### config.mk
export PLATFORM = sky130hd
export DESIGN_NAME = rhb_div
export DESIGN_NICKNAME = d
export VERILOG_FILES = /design/src/design/rhb_pkg.sv /design/src/design/rhb_div.sv
export SDC_FILE = /design/constraint.sdc
export NUM_CORES = 2
export LEC_CHECK = 0
export BUFFER_PORTS_ARGS = -buffer_cell sky130_fd_sc_hd__buf_2
export CAP_MARGIN = 20
export CORE_MARGIN = 2
export CORE_UTILIZATION = 51
export CTS_CLUSTER_SIZE = 40
export DETAILED_ROUTE_END_ITERATION = 6
export PLACE_DENSITY = 0.77
export SLEW_MARGIN = 10
export SYNTH_ARGS = -nofsm -noshare
export SYNTH_HDL_FRONTEND = slang
export SYNTH_SLANG_ARGS = --single-unit
### constraint.sdc
create_clock -name clk -period 46.9 [get_ports clk]
set_input_delay 11.725 -clock clk [delete_from_list [all_inputs] [get_ports clk]]
set_output_delay 11.725 -clock clk [all_outputs]
set_load 0.01 [all_outputs]
### src/design/rhb_pkg.sv
// ----------------------------------------------------------------------------
// rhb_pkg
// Shared widths, codes and the sideband word carried down the brush pipeline.
// ----------------------------------------------------------------------------
package rhb_pkg;

  localparam int GRID_SIZE = 1024;

  localparam int CRD_W  = 11;
  localparam int FRAC_W = 8;
  localparam int FIX_W  = CRD_W + FRAC_W;
  localparam int HGT_W  = 32;
  localparam int BW_W   = 31;
  localparam int OP_W   = 3;
  localparam int SQ_W   = 2 * FIX_W;
  localparam int QW     = 16;
  localparam int W_W    = QW + 1;
  localparam int PROD_W = W_W + BW_W;
  localparam int CFG_W  = 32;
  localparam int CFG_IDX_W = 3;

  localparam logic [OP_W-1:0] OP_RAISE   = 3'd0;
  localparam logic [OP_W-1:0] OP_LOWER   = 3'd1;
  localparam logic [OP_W-1:0] OP_FLATTEN = 3'd2;
  localparam logic [OP_W-1:0] OP_SMOOTH  = 3'd3;
  localparam logic [OP_W-1:0] OP_NONE    = 3'd4;

  localparam logic [W_W-1:0] W_ONE = W_W'(1) << QW;

  typedef enum logic [CFG_IDX_W-1:0] {
    REG_OPERATION      = 3'd0,
    REG_CENTER_X       = 3'd1,
    REG_CENTER_Y       = 3'd2,
    REG_OUTER_RADIUS   = 3'd3,
    REG_INNER_RADIUS   = 3'd4,
    REG_BRUSH_WEIGHT   = 3'd5,
    REG_AVERAGE_HEIGHT = 3'd6
  } rhb_reg_t;

  typedef enum logic [1:0] {
    WSEL_DIV,
    WSEL_FULL,
    WSEL_ZERO
  } rhb_wsel_t;

  typedef struct packed {
    logic [CRD_W-1:0]        x;
    logic [CRD_W-1:0]        y;
    logic signed [HGT_W-1:0] h;
    logic                    act;
    logic                    up;
    rhb_wsel_t               wsel;
  } rhb_side_t;

endpackage

### src/design/rhb_div.sv
// ----------------------------------------------------------------------------
// rhb_div
// Pipelined restoring divider: one quotient bit per stage, numerator below
// the divisor, quotient = floor(rem * 2^QW / den). Sideband rides along.
// ----------------------------------------------------------------------------
module rhb_div (
  input  logic                   clk,
  input  logic                   rst_n,
  input  logic                   in_vld,
  output logic                   in_rdy,
  input  logic [rhb_pkg::SQ_W-1:0] in_rem,
  input  logic [rhb_pkg::SQ_W-1:0] in_den,
  input  rhb_pkg::rhb_side_t     in_side,
  output logic                   out_vld,
  input  logic                   out_rdy,
  output logic [rhb_pkg::QW-1:0] out_q,
  output rhb_pkg::rhb_side_t     out_side
);
  import rhb_pkg::*;

  logic            vld_r  [QW];
  logic [SQ_W-1:0] rem_r  [QW];
  logic [SQ_W-1:0] den_r  [QW];
  logic [QW-1:0]   q_r    [QW];
  rhb_side_t       side_r [QW];

  logic            rdy      [QW+1];
  logic            src_vld  [QW];
  logic [SQ_W-1:0] src_rem  [QW];
  logic [SQ_W-1:0] src_den  [QW];
  logic [QW-1:0]   src_q    [QW];
  rhb_side_t       src_side [QW];
  logic [SQ_W-1:0] rem_nxt  [QW];
  logic [QW-1:0]   q_nxt    [QW];

  assign rdy[QW] = out_rdy;

  for (genvar k = 0; k < QW; k++) begin : g_rdy
    assign rdy[k] = !vld_r[k] || rdy[k+1];
  end

  always_comb begin
    for (int k = 0; k < QW; k++) begin
      if (k == 0) begin
        src_vld[k]  = in_vld;
        src_rem[k]  = in_rem;
        src_den[k]  = in_den;
        src_q[k]    = '0;
        src_side[k] = in_side;
      end else begin
        src_vld[k]  = vld_r[k-1];
        src_rem[k]  = rem_r[k-1];
        src_den[k]  = den_r[k-1];
        src_q[k]    = q_r[k-1];
        src_side[k] = side_r[k-1];
      end
    end
  end

  for (genvar k = 0; k < QW; k++) begin : g_stg
    logic [SQ_W:0] shf;
    logic [SQ_W:0] dif;
    logic          ge;
    assign shf = {src_rem[k], 1'b0};
    assign dif = shf - {1'b0, src_den[k]};
    assign ge  = shf >= {1'b0, src_den[k]};
    assign rem_nxt[k] = ge ? dif[SQ_W-1:0] : shf[SQ_W-1:0];
    assign q_nxt[k]   = {src_q[k][QW-2:0], ge};
  end

  always_ff @(posedge clk) begin
    for (int k = 0; k < QW; k++) begin
      if (!rst_n) begin
        vld_r[k] <= 1'b0;
      end else if (rdy[k]) begin
        vld_r[k] <= src_vld[k];
      end
    end
  end

  always_ff @(posedge clk) begin
    for (int k = 0; k < QW; k++) begin
      if (rdy[k]) begin
        rem_r[k]  <= rem_nxt[k];
        den_r[k]  <= src_den[k];
        q_r[k]    <= q_nxt[k];
        side_r[k] <= src_side[k];
      end
    end
  end

  assign in_rdy   = rdy[0];
  assign out_vld  = vld_r[QW-1];
  assign out_q    = q_r[QW-1];
  assign out_side = side_r[QW-1];

endmodule

==> key figures <==
Worst setup path
  – Worst reg2reg path depth: 13
  – Max incr delay on CP: slightly below 700 ps
  – CP max-delay cell: nor2_1
  – R2R Setup Slk: 40,000 ps
  – Crit Path Category: in2out
  – RR Startpoint: vld_r[1][7]$_DFFE_PP_
  – Worst Setup End Kind: primary output
  – CP arrival: between 15,000 and 20,000 ps
  – Max Fanout on Critical Path: 80
  – Worst path most repeated cell: nor2_1
  – RR Endpoint: rem_r[0][16]$_DFFE_PP_
  – CP Data Required Time: 35,170 ps
  – Cells along the critical path: buf_2 -> nor2b_1 -> nand2_4 -> nor2_1 -> and2_1 -> and3_1 -> and3_1 -> inv_6 -> nor2_1 -> inv_6 -> nor2_1 -> nand2_4 -> buf_2
  – Setup crit start kind: input port

Clock tree
  – Clock-pin slew on the worst setup and hold paths: around 70 ps
  – Cts hold-fix bufs: 0
  – CTS resizes: 0
  – Clock Path Buffers: 3
  – Root buf cell: clkbuf_16
  – H-tree levels: 4
  – # Post-CTS Setup Buffers: 0
  – TritonCTS Buffers: roughly 210
  – CTS tree: built
  – Clock sink count: roughly 2.2k
  – Worst-skew pair later-pin latency: approximately 850 ps

Global routing
  – First-pass GRT wire length: between 300,000 and 400,000 um
  – Largest net degree at the start of global routing: 90
  – Initial antenna violation count: 1
  – GRT Residual Overflow: 0
  – Number of global-route vias before repair: roughly 63k
  – Gr usage total: ~20%

Power and ir drop
  – Pwr Density: about 66 nW/um2
  – Clk pwr share: between 20 and 25%
  – Sequential Power Share: between 30% and 40%
  – Psw: ~2600 uW
  – Switching Fraction: between 30% and 40%
  – Internal Power: about 5000 uW
  – Pleak: roughly 0.048 uW
  – Logic pwr share: between 30% and 40%
  – VDD IR max: approximately 46 uV
  – Pwr Total: about 7600 uW

Placed design
  – Dpl hpwl: approximately 150,000 um
  – Post-placement cell count: 10.75k
  – Pre-CTS WS: about 18,000 ps
  – GP Congestion: approximately 1
  – # port buffers: approximately 210

Cells and area
  – Filler Cell Count: 15.53k
  – # nets final: between 9k and 10k
  – Multi-input gate area: between 30,000 and 40,000 um2
  – Final Instance Count excl. Fillers: between 10k and 15k
  – Layout cells sized above 1: about a tenth
  – Area grow syn2layout: 10.30%
  – Sequential Area: about 67,000 um2

Hold path
  – Hold depth: 0
  – Hold Startpoint: side_r[0][423]$_DFFE_PP_
  – Min-delay worst type: reg2reg
  – Worst hold path endpoint: side_r[1][17]$_DFFE_PP_

Timing
  – Relative slew slack: ~22%
  – Slew Viols, Final: 0
  – Worst hold slack: 393.0 ps
  – Final setup violation count: 0
  – Setup_tns: 0 ps
  – Final Cycle Share: between 60 and 70%
  – Hold Fails Final Rpt: 0
  – Final setup margin: around 18,000 ps
  – Period minus WS final: approximately 29,000 ps
  – Worst-Margin Slew: 1151 ps
  – FMAX: between 30 and 40 MHz
  – Clock Skews: 75.84 ps
  – Unrepaired setup endpoints after global routing: false

Route
  – Wire per inst: 19.68 um
  – Post-DRT Antenna Nets: 0
  – Remaining DRCs: 0
  – Routed WL: around 220,000 um
  – DR pass1 iterations: 6
  – Initial DRC count: 5,300
  – Via Count: 63.31k
  – DR vias/cell: 5.673

Die
  – Ports: 214
  – Die width: 458.0 um
  – Die ar.: 209,800 um2
  – Die Y-Extent: approximately 460 um
  – Core area: about 200,000 um2
  – Initial Utilization: 51.33%
  – Core Rows: 166

Logic synthesis
  – FF+latch count, synth: 2,220
  – Sequential area share after synthesis: a little under two thirds
  – Syn Inst Count: just over 8k
  – Distinct cells, synth: 82
  – Syn_nets: approximately 8.8k
  – Post-synth EDFFs: approximately 2.2k
  – Cell area after synthesis: around 110,000 um2
  – Main synth FF type: edfxtp_1
  – Synth warn: 0
  – Syn_area_per_cell: 13.05 um2
  – Async SR Flop Fraction: 0%

Run
  – Max cap viols: 0

Run status
  – Status: finished, final reports clean
==> registers in the layout (all words and copies together) (netlist names) <==
register	flops
side_r	928
vld_r	16
rem_r	570
den_r	570
q_r	136
==> how the worst max path moves through the flow <==
stage                       start  endpoint  slack, ps  depth (start not counted)
final                     out_rdy    in_rdy      17890                         13
after global routing      out_rdy    in_rdy      17540                         13
after CTS                 out_rdy    in_rdy      17930                         13
after detailed placement  out_rdy    in_rdy      18340                         13
after global placement    out_rdy    in_rdy      18580                         13
after floorplan           out_rdy    in_rdy       9850                         11
==> metrics by stage <==
| step | area, um2 | utilization (%) |
|---|---|---|
| 2_1_floorplan | 105100 | - |
| 3_3_place_gp | 108900 | 53.15 |
| 3_5_place_dp | 108900 | 53.15 |
| 4_1_cts | 115800 | 56.56 |
| 5_1_grt | 115900 | 56.61 |
| 6_report | 115900 | 56.61 |
==> cell usage in the layout, fill, tap and decap left out, types with 82 or more instances in the layout <==
cell type     n
a21o_1      321
nand2_1     494
xor2_1      194
nand4_1     101
buf_2       213
and3_1       82
mux2_2      246
ha_1        607
xnor2_1     294
clkbuf_16   209
nor2b_1      92
nand2b_1    112
inv_1       735
o21ai_0     479
edfxtp_1   2219
nor2_1      373
nand3_1     121
a21oi_1     568
==> metal layers <==
layer | GRT usage [%] | vias up | wire length, um
li1 | - | 30171 | -
met1 | 23.05 | 30334 | 83020
met2 | 38.38 | 2196 | 114900
met3 | 2.563 | 608 | 9565
met4 | 10.30 | 0 | 12170
met5 | 0 | - | 0
==> cell type report <==
class,instances,area share (%)
well taps,2688,2.901
clock inverters,147,1.372
clock buffers,250,4.644
diodes,6,0.01295
multi-input cells,4851,29.90
repair buffers,255,1.248
inverters,743,2.437
flip-flops and latches,2220,57.49
==> worst max-delay path, delay by kind of cell <==
| family | cells | cell delay (ps) |
|---|---|---|
| AND/OR/NAND/NOR | 9 | 4350 |
| buffers and inverters | 4 | 1150 |
==> cells by family after synthesis <==
kind of cell,count (synthesis),share of synthesized area (%)
simple gates,1596,7.272
flops,2220,63.41
compound gates,1887,11.21
buf+inv,985,3.784
fa+ha+maj,622,7.511
xor+xnor,488,4.066
mux,258,2.750
==> cells in the mapped netlist, types with 23 or more instances <==
| cell | n | area (um2) |
|---|---|---|
| nor2_1 | 374 | 1404 |
| xnor2_1 | 294 | 2575 |
| nand2b_1 | 112 | 700.7 |
| and2_1 | 30 | 187.7 |
| nor3_1 | 77 | 385.4 |
| o31ai_1 | 32 | 240.2 |
| o21a_1 | 73 | 548.0 |
| nand2_1 | 501 | 1881 |
| inv_1 | 743 | 2789 |
| a211oi_1 | 46 | 345.3 |
| nor2b_1 | 92 | 575.6 |
| buf_2 | 23 | 115.1 |
| o211ai_1 | 23 | 172.7 |
| mux2_2 | 246 | 2770 |
| and3_1 | 82 | 513.0 |
| xor2_1 | 194 | 1699 |
| a21o_1 | 321 | 2410 |
| a21oi_1 | 570 | 2853 |
| o21ai_0 | 480 | 2402 |
| a31oi_1 | 60 | 375.4 |
| buf_4 | 64 | 480.5 |
| ha_1 | 607 | 7595 |
| nand3_1 | 122 | 610.6 |
| clkbuf_1 | 148 | 555.5 |
| edfxtp_1 | 2219 | 66630 |
| nand4_1 | 101 | 631.9 |
| o21bai_1 | 65 | 488.0 |
==> power groups by stage <==
stage / combinational (uW) / clock [uW] / sequential (uW)
after global routing: 3210 / 1810 / 3010
final: 2920 / 1700 / 2980
after detailed placement: 2840 / 0 / 3000
after CTS: 2880 / 1730 / 2970
after floorplan: 2230 / 0 / 2910
after global placement: 2760 / 0 / 2990
No activity file was read; power rests on OpenSTA's default activity.
